`src/rtl/gdd_pkg.sv`:
```
package gdd_pkg;

	localparam int unsigned YEAR_W   = 14;
	localparam int unsigned MONTH_W  = 4;
	localparam int unsigned DAY_W    = 5;
	localparam int unsigned COUNT_W  = 22;
	localparam int unsigned QUO_W    = 7;   // year / 100 stays below 100
	localparam int unsigned PROD_W   = 27;  // 14-bit year times 13-bit reciprocal

	localparam logic [YEAR_W-1:0]  YEAR_MIN  = 14'd1;
	localparam logic [YEAR_W-1:0]  YEAR_MAX  = 14'd9999;
	localparam logic [MONTH_W-1:0] MONTH_MIN = 4'd1;
	localparam logic [MONTH_W-1:0] MONTH_MAX = 4'd12;
	localparam logic [MONTH_W-1:0] MONTH_FEB = 4'd2;

	// floor(x / 100) == (x * RECIP_100) >> RECIP_SHIFT for all x below 2^14
	localparam logic [12:0]  RECIP_100   = 13'd5243;
	localparam int unsigned  RECIP_SHIFT = 19;
	localparam logic [8:0]   DAYS_YEAR   = 9'd365;
	localparam logic [6:0]   HUNDRED     = 7'd100;

	typedef struct packed {
		logic load;     // capture the request fields
		logic sel_end;  // work on the end date
		logic mul_p;    // years before: multiply step
		logic mul_y;    // year / 100 step
		logic leap;     // leap flag and year part of the serial
		logic sum;      // month and day part, store serial
		logic finish;   // compare serials, load the result register
	} gdd_cmd_t;

	function automatic logic [8:0] days_before_month(input logic [MONTH_W-1:0] m);
		logic [8:0] r;
		unique case (m)
			4'd1:    r = 9'd0;
			4'd2:    r = 9'd31;
			4'd3:    r = 9'd59;
			4'd4:    r = 9'd90;
			4'd5:    r = 9'd120;
			4'd6:    r = 9'd151;
			4'd7:    r = 9'd181;
			4'd8:    r = 9'd212;
			4'd9:    r = 9'd243;
			4'd10:   r = 9'd273;
			4'd11:   r = 9'd304;
			4'd12:   r = 9'd334;
			default: r = 9'd0;
		endcase
		return r;
	endfunction

endpackage

```
`src/rtl/gdd_dp.sv`:
```
module gdd_dp
	import gdd_pkg::*;
(
	input  logic                clk,
	input  gdd_cmd_t            cmd,
	input  logic [YEAR_W-1:0]   start_year,
	input  logic [MONTH_W-1:0]  start_month,
	input  logic [DAY_W-1:0]    start_day,
	input  logic [YEAR_W-1:0]   end_year,
	input  logic [MONTH_W-1:0]  end_month,
	input  logic [DAY_W-1:0]    end_day,
	output logic [COUNT_W-1:0]  day_count,
	output logic                order_error
);

	logic [YEAR_W-1:0]  sy_q, ey_q;
	logic [MONTH_W-1:0] sm_q, em_q;
	logic [DAY_W-1:0]   sd_q, ed_q;

	logic [YEAR_W-1:0]  y_raw, y_c, p;
	logic [MONTH_W-1:0] m_raw, m_c;
	logic [DAY_W-1:0]   d;

	logic [QUO_W-1:0]   qp_q, qy_q;
	logic [COUNT_W-1:0] base_q, part_q, a_q, b_q;
	logic               leap_q;

	logic [PROD_W-1:0]  prod;
	logic [YEAR_W-1:0]  rem_y;
	logic [COUNT_W-1:0] serial;

	always_comb begin
		y_raw = cmd.sel_end ? ey_q : sy_q;
		m_raw = cmd.sel_end ? em_q : sm_q;
		d     = cmd.sel_end ? ed_q : sd_q;
		priority if (y_raw < YEAR_MIN) y_c = YEAR_MIN;
		else if (y_raw > YEAR_MAX)     y_c = YEAR_MAX;
		else                           y_c = y_raw;
		priority if (m_raw < MONTH_MIN) m_c = MONTH_MIN;
		else if (m_raw > MONTH_MAX)     m_c = MONTH_MAX;
		else                            m_c = m_raw;
		p = y_c - YEAR_MIN;
	end

	// one reciprocal multiplier, shared by the p / 100 and y / 100 steps
	assign prod = PROD_W'(cmd.mul_y ? y_c : p) * PROD_W'(RECIP_100);

	// y mod 100
	assign rem_y = y_c - YEAR_W'(qy_q) * YEAR_W'(HUNDRED);

	assign serial = part_q + COUNT_W'(days_before_month(m_c))
		+ COUNT_W'((m_c > MONTH_FEB) && leap_q) + COUNT_W'(d);

	always_ff @(posedge clk) begin
		if (cmd.load) begin
			sy_q <= start_year;
			sm_q <= start_month;
			sd_q <= start_day;
			ey_q <= end_year;
			em_q <= end_month;
			ed_q <= end_day;
		end
		if (cmd.mul_p) begin
			qp_q   <= prod[RECIP_SHIFT +: QUO_W];
			base_q <= COUNT_W'(p) * COUNT_W'(DAYS_YEAR);
		end
		if (cmd.mul_y) begin
			qy_q <= prod[RECIP_SHIFT +: QUO_W];
		end
		if (cmd.leap) begin
			// divisible by 4, and not by 100 unless also by 400
			leap_q <= (y_c[1:0] == 2'b00) && ((rem_y != '0) || (qy_q[1:0] == 2'b00));
			part_q <= base_q + COUNT_W'(p >> 2) - COUNT_W'(qp_q) + COUNT_W'(qp_q >> 2);
		end
		if (cmd.sum) begin
			if (cmd.sel_end) begin
				b_q <= serial;
			end else begin
				a_q <= serial;
			end
		end
		if (cmd.finish) begin
			if (b_q < a_q) begin
				day_count   <= '0;
				order_error <= 1'b1;
			end else begin
				day_count   <= b_q - a_q;
				order_error <= 1'b0;
			end
		end
	end

endmodule

```
`src/rtl/gdd_ctrl.sv`:
```
module gdd_ctrl
	import gdd_pkg::*;
(
	input  logic     clk,
	input  logic     arst_n,
	input  logic     in_valid,
	output logic     in_stall,
	output logic     out_valid,
	input  logic     out_stall,
	output gdd_cmd_t cmd
);

	typedef enum logic [2:0] {
		ST_IDLE,
		ST_MUL_P,
		ST_MUL_Y,
		ST_LEAP,
		ST_SUM,
		ST_FINISH
	} state_t;

	state_t state_q;
	logic   sel_q;
	logic   out_valid_q;
	logic   out_free;

	assign in_stall  = (state_q != ST_IDLE);
	assign out_valid = out_valid_q;
	assign out_free  = !(out_valid_q && out_stall);

	always_comb begin
		cmd         = '0;
		cmd.sel_end = sel_q;
		cmd.load    = (state_q == ST_IDLE) && in_valid;
		cmd.mul_p   = (state_q == ST_MUL_P);
		cmd.mul_y   = (state_q == ST_MUL_Y);
		cmd.leap    = (state_q == ST_LEAP);
		cmd.sum     = (state_q == ST_SUM);
		cmd.finish  = (state_q == ST_FINISH) && out_free;
	end

	always_ff @(posedge clk or negedge arst_n) begin
		if (!arst_n) begin
			state_q     <= ST_IDLE;
			sel_q       <= 1'b0;
			out_valid_q <= 1'b0;
		end else begin
			// a new result may replace one that transfers at this edge
			if (cmd.finish) begin
				out_valid_q <= 1'b1;
			end else if (out_valid_q && !out_stall) begin
				out_valid_q <= 1'b0;
			end
			unique case (state_q)
				ST_IDLE: begin
					sel_q <= 1'b0;
					if (in_valid) begin
						state_q <= ST_MUL_P;
					end
				end
				ST_MUL_P: state_q <= ST_MUL_Y;
				ST_MUL_Y: state_q <= ST_LEAP;
				ST_LEAP:  state_q <= ST_SUM;
				ST_SUM: begin
					if (sel_q) begin
						state_q <= ST_FINISH;
					end else begin
						sel_q   <= 1'b1;
						state_q <= ST_MUL_P;
					end
				end
				ST_FINISH: begin
					if (out_free) begin
						state_q <= ST_IDLE;
					end
				end
				default: state_q <= ST_IDLE;
			endcase
		end
	end

	a_busy_after_accept: assert property (@(posedge clk) disable iff (!arst_n)
		(in_valid && !in_stall) |=> (in_stall && !sel_q))
		else $error("no busy after input transfer");

	a_result_from_finish: assert property (@(posedge clk) disable iff (!arst_n)
		$rose(out_valid_q) |-> $past(state_q == ST_FINISH))
		else $error("result raised outside finish");

	a_no_overwrite: assert property (@(posedge clk) disable iff (!arst_n)
		cmd.finish |-> !(out_valid_q && out_stall))
		else $error("result register overwritten while held");

	a_end_before_finish: assert property (@(posedge clk) disable iff (!arst_n)
		(state_q == ST_FINISH) |-> sel_q)
		else $error("finish reached before end date done");

endmodule

```
`src/rtl/gregorian_day_difference_top.sv`:
```
// Channel | Handshake            | Payload
// in      | in_valid / in_stall  | start_year, start_month, start_day, end_year, end_month, end_day
// out     | out_valid / out_stall| day_count, order_error
//
// The result is loaded after four sequencer steps per date (shared /100 multiplier,
// leap, sum) plus a compare; the next request can be taken in the cycle after the
// result is loaded, and not before.
// in_stall is high from the input transfer until the result is loaded.
// A held result does not block the next request; only its final compare waits.
// arst_n clears the sequencer and out_valid; data registers are not reset.
module gregorian_day_difference_top
	import gdd_pkg::*;
(
	input  logic                clk,
	input  logic                arst_n,
	input  logic                in_valid,
	output logic                in_stall,
	input  logic [YEAR_W-1:0]   start_year,
	input  logic [MONTH_W-1:0]  start_month,
	input  logic [DAY_W-1:0]    start_day,
	input  logic [YEAR_W-1:0]   end_year,
	input  logic [MONTH_W-1:0]  end_month,
	input  logic [DAY_W-1:0]    end_day,
	output logic                out_valid,
	input  logic                out_stall,
	output logic [COUNT_W-1:0]  day_count,
	output logic                order_error
);

	gdd_cmd_t cmd;

	gdd_ctrl u_ctrl (
		.clk       (clk),
		.arst_n    (arst_n),
		.in_valid  (in_valid),
		.in_stall  (in_stall),
		.out_valid (out_valid),
		.out_stall (out_stall),
		.cmd       (cmd)
	);

	gdd_dp u_dp (
		.clk         (clk),
		.cmd         (cmd),
		.start_year  (start_year),
		.start_month (start_month),
		.start_day   (start_day),
		.end_year    (end_year),
		.end_month   (end_month),
		.end_day     (end_day),
		.day_count   (day_count),
		.order_error (order_error)
	);

endmodule

```
`config.mk`:
```
export PLATFORM = sky130hd
export DESIGN_NAME = gregorian_day_difference_top
export DESIGN_NICKNAME = d
export VERILOG_FILES = /design/src/rtl/gdd_pkg.sv /design/src/rtl/gdd_dp.sv /design/src/rtl/gdd_ctrl.sv /design/src/rtl/gregorian_day_difference_top.sv
export SDC_FILE = /design/constraint.sdc
export NUM_CORES = 1
export LEC_CHECK = 0
export ABC_AREA = 1
export ABC_CLOCK_PERIOD_IN_PS = 10190
export BUFFER_PORTS_ARGS = -buffer_cell sky130_fd_sc_hd__buf_2
export CORE_ASPECT_RATIO = 1.75
export CORE_UTILIZATION = 50
export CTS_CLUSTER_SIZE = 12
export DETAILED_ROUTE_END_ITERATION = 8
export PLACE_DENSITY = 0.76
export SKIP_CTS_REPAIR_TIMING = 1
export SYNTH_ARGS = -nofsm -noshare
export SYNTH_HDL_FRONTEND = slang
export SYNTH_SLANG_ARGS = --single-unit
```
`constraint.sdc`:
```
create_clock -name clk -period 10.19 [get_ports clk]
set_input_delay 1.5285 -clock clk [delete_from_list [all_inputs] [get_ports clk]]
set_output_delay 1.5285 -clock clk [all_outputs]
set_load 0.02 [all_outputs]
```
==> results of run 1 <==
## logic make-up (layout without fill, tap and decap cells)
logic type | Yosys count | in the layout | synth area share
other | 0 | 2 | 0
adders and majority gates | 390 | 390 | 0.333
AOI/OAI and AO/OA | 248 | 248 | 0.0808
xor gates and xnor gates | 99 | 99 | 0.0498
and+or+nand+nor | 519 | 519 | 0.133
DFF | 177 | 177 | 0.304
muxes | 6 | 6 | 0.00345
buffers and inverters | 431 | 530 | 0.0960
## final cells by class
class	count	area, µm²
diodes	2	5.00
clock buffers	18	429
clock inverters	11	134
fillers	2936	15400
inverters	420	1580
multi-input cells	1262	10500
flip-flops and latches	177	5290
well taps	460	576
repair buffers	81	423
## critical path, delay by kind of cell, from the launching register on
family	cells	cell delay, ns
flip-flops	1	1.02
buffers and inverters	8	1.17
AND/OR/NAND/NOR	13	1.86
adder cells (fa/ha/maj)	7	2.96
AO/OA/AOI/OAI	3	0.61
XOR/XNOR	2	0.44
## how the worst max path moves through the flow
| stage | endpoint | slack [ns] | cells after the start |
|---|---|---|---|
| floorplan | u_dp.qp_q[5] | 3.66 | 35 |
| global placement | u_dp.qp_q[2] | 2.17 | 36 |
| detailed placement | u_dp.qp_q[2] | 1.85 | 36 |
| CTS | u_dp.qp_q[5] | 1.82 | 33 |
| global route | u_dp.qp_q[5] | 1.18 | 33 |
| finish | u_dp.qp_q[5] | 1.84 | 33 |
## registers in the layout, indices dropped and copies added, names as in the netlist
name and cells:
u_dp.a_q 22, u_dp.b_q 22, u_dp.base_q 22, u_dp.day_count 22, u_dp.part_q 22, u_dp.ey_q 14
u_dp.sy_q 14, u_dp.qp_q 7, u_dp.qy_q 7, u_dp.ed_q 5, u_dp.sd_q 5, u_dp.em_q 4
u_dp.sm_q 4, u_ctrl.state_q 3, u_ctrl.out_valid 1, u_ctrl.sel_q 1, u_dp.leap_q 1, u_dp.order_error 1
## placed cells by master (no fill, tap or decap), types with 4 or more instances in the layout
cell type | synthesis | final
a211oi_1 | 4 | 4
a21o_1 | 13 | 13
nand2_1 | 288 | 288
nand3_1 | 53 | 53
nor2_1 | 86 | 80
edfxtp_1 | 172 | 172
o21ai_0 | 69 | 69
dfrtp_1 | 5 | 5
nor4_1 | 8 | 8
inv_2 | 7 | 7
buf_2 | 2 | 74
clkbuf_16 | 0 | 17
a21oi_1 | 111 | 111
xor2_1 | 61 | 61
o21ai_1 | 6 | 6
nor2_4 | 4 | 5
o21ai_2 | 5 | 5
xnor2_1 | 38 | 38
nor2_2 | 6 | 11
inv_1 | 410 | 410
a31oi_1 | 8 | 8
nor3_1 | 9 | 9
ha_1 | 267 | 267
o211ai_1 | 7 | 7
buf_4 | 1 | 7
or2_2 | 10 | 10
o21bai_1 | 11 | 11
nand2_2 | 16 | 16
clkinv_4 | 0 | 4
nand4_1 | 20 | 20
fa_1 | 123 | 123
nand3_2 | 5 | 5
mux2i_1 | 6 | 6
nand2_4 | 4 | 4
## stage by stage
stage,instance area [µm²],instances,hold slack [ns],setup WS [ns]
3_5_place_dp,18400,2400,0.498,1.85
2_1_floorplan,17400,1870,0.521,3.66
3_3_place_gp,18400,2400,0.489,2.17
6_report,18900,2431,0.523,1.84
4_1_cts,18900,2429,0.513,1.82
5_1_grt,18900,2431,0.575,1.18
## per-layer routing
| layer | share of wire | routed length, µm |
|---|---|---|
| met3 | 0.034 | 1400 |
| met4 | 0.083 | 3350 |
| met1 | 0.32 | 13000 |
| met2 | 0.56 | 22800 |
| met5 | 0.00034 | 14 |
==> metrics.csv, run 1 <==
stage,metric,value,unit
timing,slew_headroom,0.213,
detailed_routing,drt-vias-per-instance,5.31,
grt,grt_overflow,0,
floorplan,die_h,249,µm
clock_tree,tritoncts,built,
grt,antenna_found_initial,3,
synth,yosysWarnings,0,
grt,grt_pass1_vias,13700,
synth,yosysMostFrequentCell,inv_1,
detailed_routing,routed-via-count,12900,
cells_and_area,layout.nets,2399,
clock_tree,cts-root-buf,clkbuf_16,
clock_tree,cts_buffers,17,
floorplan,io_pins,75,
worst_setup_path,start_kind,flop,
synth,async_flop_share,0.0282,
grt,use_met2,0.464,
placed_design,io_buffer_count,74,
detailed_routing,first_iter_violations,616,
timing,max_slew.worst_pin.slew,1.18,ns
placed_design,place_hpwl,34400,µm
grt,grt_use_total,0.242,
clock_tree,htreeDepth,4,
synth,synth_top_area_cell,edfxtp_1,
grt,grt_use_met3,0.0400,
min_path,min-delay-start,u_ctrl.out_valid,
clock_tree,cts.path.max_buffers,2,
synth,synth_common_cells,"inv_1, nand2_1, ha_1",
worst_setup_path,startpoint,u_ctrl.sel_q,
worst_setup_path,r2r-end,u_dp.qp_q[5],
timing,skew,0.0118,ns
floorplan,core,0.0343,mm²
detailed_routing,final_antenna_net_count,0,
floorplan,die_w,143,µm
floorplan,dieArea,0.0356,mm²
synth,yosysTopAreaCellShare,0.296,
worst_setup_path,cpMostUsedCell,inv_1,
grt,gr-max-usage-layer,met2,
synth,syn_area_per_cell,9.32,µm²
timing,rsz0062_at_grt,false,
clock_tree,path_clk_slew,0.07,ns
cells_and_area,final_core_util,0.551,
worst_setup_path,rr_startpoint,u_ctrl.sel_q,
synth,seq_area_frac_synth,0.304,
min_path,hold_path.class,flop to flop,
timing,fmax,0.120,GHz
timing,tns,0,ns
detailed_routing,first_pass_iters,5,
placed_design,place_congestion,0.984,
cells_and_area,drive_gt1_frac,0.0904,
grt,grt_first_pass_wirelength,65700,µm
synth,ys_ff_latch,177,
detailed_routing,wl,40600,µm
detailed_routing,drc,0,
synth,ys_top_cells_by_area,"edfxtp_1, ha_1, fa_1",
clock_tree,clock-sinks,177,
detailed_routing,wl_per_cell,16.7,µm
floorplan,start_util,0.507,
timing,fin_crit_sh,0.820,
synth,synth_edf_count,172,
outcome,status,"finished, final reports clean",
synth,syn_inst,1870,
worst_setup_path,crit_required,10.38,ns
synth,ys_types,53,
timing,drv_slew,0,
synth,synthFlopType,edfxtp_1,
grt,gr-usage-met1,0.217,
worst_setup_path,crit_path_top_delay_cell,dfrtp_1,
synth,netlist_area,0.0174,mm²
min_path,holdPathStages,2,
worst_setup_path,worst_setup_path_end_kind,flop,
clock_tree,insertion_delay,0.45,ns
synth,synth_fp_nets,2310,
timing,hold_viol,0,
worst_setup_path,path_max_fanout,25,
worst_setup_path,rrSetupSlack,1.84,ns
worst_setup_path,slowest_delay,1.02,ns
grt,grt_max_degree,40,
cells_and_area,syn2layout_area_growth,8.60,%
worst_setup_path,reg2regPathDepth,33,
worst_setup_path,critPathKind,flop to flop,
floorplan,rows,90,
timing,setup_viol,0,
timing,fin_crit,8.35,ns
min_path,hold_end,u_ctrl.out_valid,
worst_setup_path,arrival,8.54,ns
job,drv_cap,0,
Power of run 1 is left out: the tool's default activity adds up to more than one toggle a clock period on the data nets, which glitch-free logic cannot reach.
==> run 2, diff against run 1 <==
ABC_CLOCK_PERIOD_IN_PS = 6950   (was 10190)
PLACE_DENSITY = 0.78   (was 0.76)
clock period = 6.95 ns   (was 10.19 ns; I/O delays follow)
==> run 2 against run 1 <==
Compared with the run above: clock skew about the same; utilization increased by 0.89 points; first-iteration DRC count decreased by 9.9%; highest routed layer is now met4.
==> metrics.csv, run 2 (synthesis gave the netlist of run 1 again) <==
stage,metric,value,unit
outcome,status,"finished, final reports clean",
worst_setup_path,r2r-end,u_dp.qp_q[6],
timing,fin_crit,6.60,ns
worst_setup_path,cpMostUsedCell,nand2_1,
grt,antenna_found_initial,2,
grt,grt_pass1_vias,14000,
timing,max_slew.worst_pin.slew,1.26,ns
grt,grt_overflow,0,
detailed_routing,drt-vias-per-instance,5.38,
timing,fmax,0.152,GHz
clock_tree,insertion_delay,0.45,ns
detailed_routing,final_antenna_net_count,0,
clock_tree,htreeDepth,4,
worst_setup_path,arrival,6.79,ns
timing,skew,0.0114,ns
cells_and_area,layout.nets,2413,
detailed_routing,wl_per_cell,17.3,µm
timing,fin_crit_sh,0.950,
cells_and_area,drive_gt1_frac,0.113,
worst_setup_path,startpoint,u_ctrl.sel_q,
timing,hold_viol,0,
grt,grt_first_pass_wirelength,67000,µm
worst_setup_path,crit_path_top_delay_cell,fa_1,
worst_setup_path,rr_startpoint,u_ctrl.sel_q,
clock_tree,cts_buffers,17,
clock_tree,path_clk_slew,0.07,ns
worst_setup_path,path_max_fanout,14,
timing,rsz0062_at_grt,false,
worst_setup_path,worst_setup_path_end_kind,flop,
cells_and_area,instances_no_fill,2447,
floorplan,io_pins,75,
worst_setup_path,crit_path_end,u_dp.qp_q[6],
detailed_routing,first_iter_violations,555,
cells_and_area,final_common_cell,inv_1,
timing,drv_slew,0,
worst_setup_path,slowest_delay,0.55,ns
floorplan,die_h,249,µm
placed_design,dp_cells,2411,
cells_and_area,final_cell_mix,"inv_1, nand2_1, ha_1",
floorplan,start_util,0.507,
clock_tree,tritoncts,built,
cells_and_area,syn2layout_area_growth,10.4,%
timing,slew_headroom,0.155,
worst_setup_path,crit_required,7.14,ns
clock_tree,clock-sinks,177,
floorplan,rows,90,
placed_design,io_buffer_count,74,
detailed_routing,drc,0,
worst_setup_path,start_kind,flop,
worst_setup_path,reg2regPathDepth,29,
clock_tree,cts-root-buf,clkbuf_16,
detailed_routing,routed-via-count,13200,
detailed_routing,first_pass_iters,5,
floorplan,die_w,143,µm
detailed_routing,wl,42200,µm
floorplan,core,0.0343,mm²
worst_setup_path,rrSetupSlack,0.35,ns
timing,setup_viol,0,
clock_tree,cts.path.max_buffers,2,
grt,grt_max_degree,47,
worst_setup_path,critPathKind,flop to flop,
placed_design,place_congestion,1.02,
min_path,hold_path.class,input port to async pin,
floorplan,dieArea,0.0356,mm²
job,drv_cap,0,
grt,grt_use_total,0.249,
placed_design,place_hpwl,35800,µm
==> run 2: changes by cell type in the layout (fill, tap and decap cells not counted), sizes merged <==
cell | previous run | this run
buf | 81 | 95
clkbuf | 18 | 17
inv | 421 | 423
clkinv | 7 | 9
clkinvlp | 1 | 0
==> run 2: final cells by class <==
class                           count  area, µm²
Antenna cell                        2       5.00
Clock buffer                       17        425
Clock inverter                     14        154
Fill cell                        2849      15100
Inverter                          420       1580
Multi-Input combinational cell   1262      10700
Sequential cell                   177       5290
Tap cell                          460        576
Timing Repair Buffer               95        536
==> run 2: through the flow <==
stage | utilization | TNS [ns] | cell area, µm² | setup WS, ns | hold slack, ns
final | 0.560 | 0 | 19200 | 0.350 | 0.415
after global routing | 0.560 | 0 | 19200 | 0.0226 | 0.409
after CTS | 0.554 | -0.255 | 19000 | -0.0716 | 0.401
after detailed placement | 0.537 | -0.119 | 18400 | -0.0467 | 0.501
after global placement | 0.537 | 0 | 18400 | 0.0269 | 0.494
after floorplan | - | 0 | 17400 | 0.421 | 0.521
==> run 2: worst max-delay path, delay by kind of cell, from the launching register on <==
family                     cells  cell delay (ns)
xor gates and xnor gates       3             0.65
and+or+nand+nor               13             1.57
DFF                            1             0.47
AOI/OAI and AO/OA              2             0.51
buffers and inverters          5             0.56
adders and majority gates      6             2.58
==> run 2: routing by layer <==
layer	wire, µm	GRT usage	vias to the layer above
met4	3670	0.200	0
met3	1300	0.0342	179
met5	0	0	-
met2	24100	0.492	349
met1	13100	0.213	6354
li1	-	-	6292
==> run 2: worst min-delay path by stage <==
stage / from / slack [ns] / end
after floorplan: u_ctrl.state_q[1] / 0.52 / u_ctrl.state_q[1]
after global placement: u_ctrl.out_valid / 0.49 / u_ctrl.out_valid
after detailed placement: u_ctrl.out_valid / 0.50 / u_ctrl.out_valid
after CTS: arst_n / 0.40 / u_ctrl.state_q[1]
after global routing: arst_n / 0.41 / u_ctrl.state_q[1]
final: arst_n / 0.41 / u_ctrl.out_valid
Power of run 2 is left out for the same reason.
==> run 3, diff against run 2 <==
CORE_ASPECT_RATIO = 0.6   (was 1.75)
==> run 3 against run 2 <==
Compared with the run above: global-route usage down 0.99 points; flip-flop and latch count unchanged; critical path type unchanged; routed wire length down 1.1%.
==> metrics.csv, run 3 (synthesis gave the netlist of run 1 again) <==
stage,metric,value,unit
clock_tree,clock-sinks,177,
clock_tree,tritoncts,built,
clock_tree,insertion_delay,0.45,ns
clock_tree,cts_buffers,17,
worst_setup_path,path_max_fanout,10,
worst_setup_path,cpMostUsedCell,nand2_1,
detailed_routing,routed-via-count,13100,
placed_design,dp_cells,2410,
worst_setup_path,slowest_delay,0.55,ns
worst_setup_path,startpoint,u_ctrl.sel_q,
floorplan,core,0.0340,mm²
placed_design,place_hpwl,35400,µm
placed_design,io_buffer_count,74,
worst_setup_path,crit_required,7.15,ns
clock_tree,htreeDepth,4,
cells_and_area,design_area,0.0192,mm²
timing,max_slew.worst_pin.slew,1.19,ns
placed_design,dpl_cell_area,0.0184,mm²
timing,slew_headroom,0.204,
worst_setup_path,start_kind,flop,
floorplan,rows,52,
detailed_routing,drc,0,
outcome,status,"finished, final reports clean",
timing,setup_viol,0,
detailed_routing,first_iter_violations,1309,
cells_and_area,final_cell_mix,"inv_1, nand2_1, ha_1",
placed_design,place_congestion,0.990,
worst_setup_path,arrival,6.89,ns
grt,antenna_found_initial,0,
clock_tree,cts-root-buf,clkbuf_16,
detailed_routing,first_pass_iters,6,
detailed_routing,final_antenna_net_count,0,
cells_and_area,layout.nets,2418,
floorplan,io_pins,75,
timing,fin_crit,6.69,ns
grt,grt_first_pass_wirelength,65900,µm
timing,skew,0.0133,ns
cells_and_area,final_common_cell,inv_1,
timing,hold_viol,0,
grt,grt_overflow,0,
timing,fmax,0.149,GHz
grt,grt_max_degree,47,
worst_setup_path,critPathKind,flop to flop,
worst_setup_path,worst_setup_path_end_kind,flop,
worst_setup_path,rr_startpoint,u_ctrl.sel_q,
cells_and_area,instances_no_fill,2452,
floorplan,dieArea,0.0356,mm²
detailed_routing,drt-vias-per-instance,5.34,
floorplan,die_w,243,µm
cells_and_area,syn2layout_area_growth,10.5,%
cells_and_area,drive_gt1_frac,0.118,
clock_tree,path_clk_slew,0.07,ns
detailed_routing,wl_per_cell,17.0,µm
min_path,hold_path.class,input port to async pin,
grt,grt_use_total,0.239,
job,drv_cap,0,
cells_and_area,final_core_util,0.566,
floorplan,start_util,0.512,
timing,fin_crit_sh,0.963,
worst_setup_path,crit_path_top_delay_cell,fa_1,
grt,grt_pass1_vias,12600,
timing,drv_slew,0,
floorplan,die_h,147,µm
clock_tree,cts.path.max_buffers,2,
detailed_routing,wl,41800,µm
run 3: per-layer routing:
layer	vias up	wire, µm	global-route usage
li1	6297	-	-
met1	6246	20700	0.373
met2	529	16200	0.318
met3	27	4600	0.0803
met4	0	354	0.0399
met5	-	0	0
run 3: area by class of cell:
class / instances / area (µm²)
fill: 2874 / 14800
multi-input combinational: 1263 / 10700
sequential: 177 / 5290
inverter: 420 / 1580
tap: 459 / 574
timing repair buffer: 99 / 562
clock buffer: 18 / 429
clock inverter: 14 / 131
antenna: 2 / 5.00
run 3: worst paths after layout:
| check | slack, ns | cells past startpoint | end |
|---|---|---|---|
| min in group clk | 0.56 | 2 | u_ctrl.out_valid |
| worst min-delay path | 0.40 | 1 | u_ctrl.state_q[0] |
| worst max register to register | 0.26 | 32 | u_dp.qy_q[6] |
| max in group asynchronous | 6.39 | 1 | u_ctrl.sel_q |
| worst max-delay path | 0.26 | 32 | u_dp.qy_q[6] |
| worst min register to register | 0.56 | 2 | u_ctrl.out_valid |
run 3: metrics by stage:
stage | worst slack [ns] | hold WS (ns) | TNS (ns)
after floorplan | 0.421 | 0.521 | 0
after global routing | -0.0394 | 0.385 | -0.117
final | 0.256 | 0.402 | 0
after global placement | 0.173 | 0.539 | 0
after CTS | -0.0130 | 0.386 | -0.0499
after detailed placement | 0.0209 | 0.535 | 0
run 3: critical path, delay by kind of cell (launching register included):
family                   cells  cell delay (ns)
XOR/XNOR                     2             0.31
AND/OR/NAND/NOR             14             1.61
flip-flops                   1             0.44
AO/OA/AOI/OAI                3             0.54
adder cells (fa/ha/maj)      6             2.84
buffers and inverters        7             0.68
Power of run 3 is left out for the same reason.
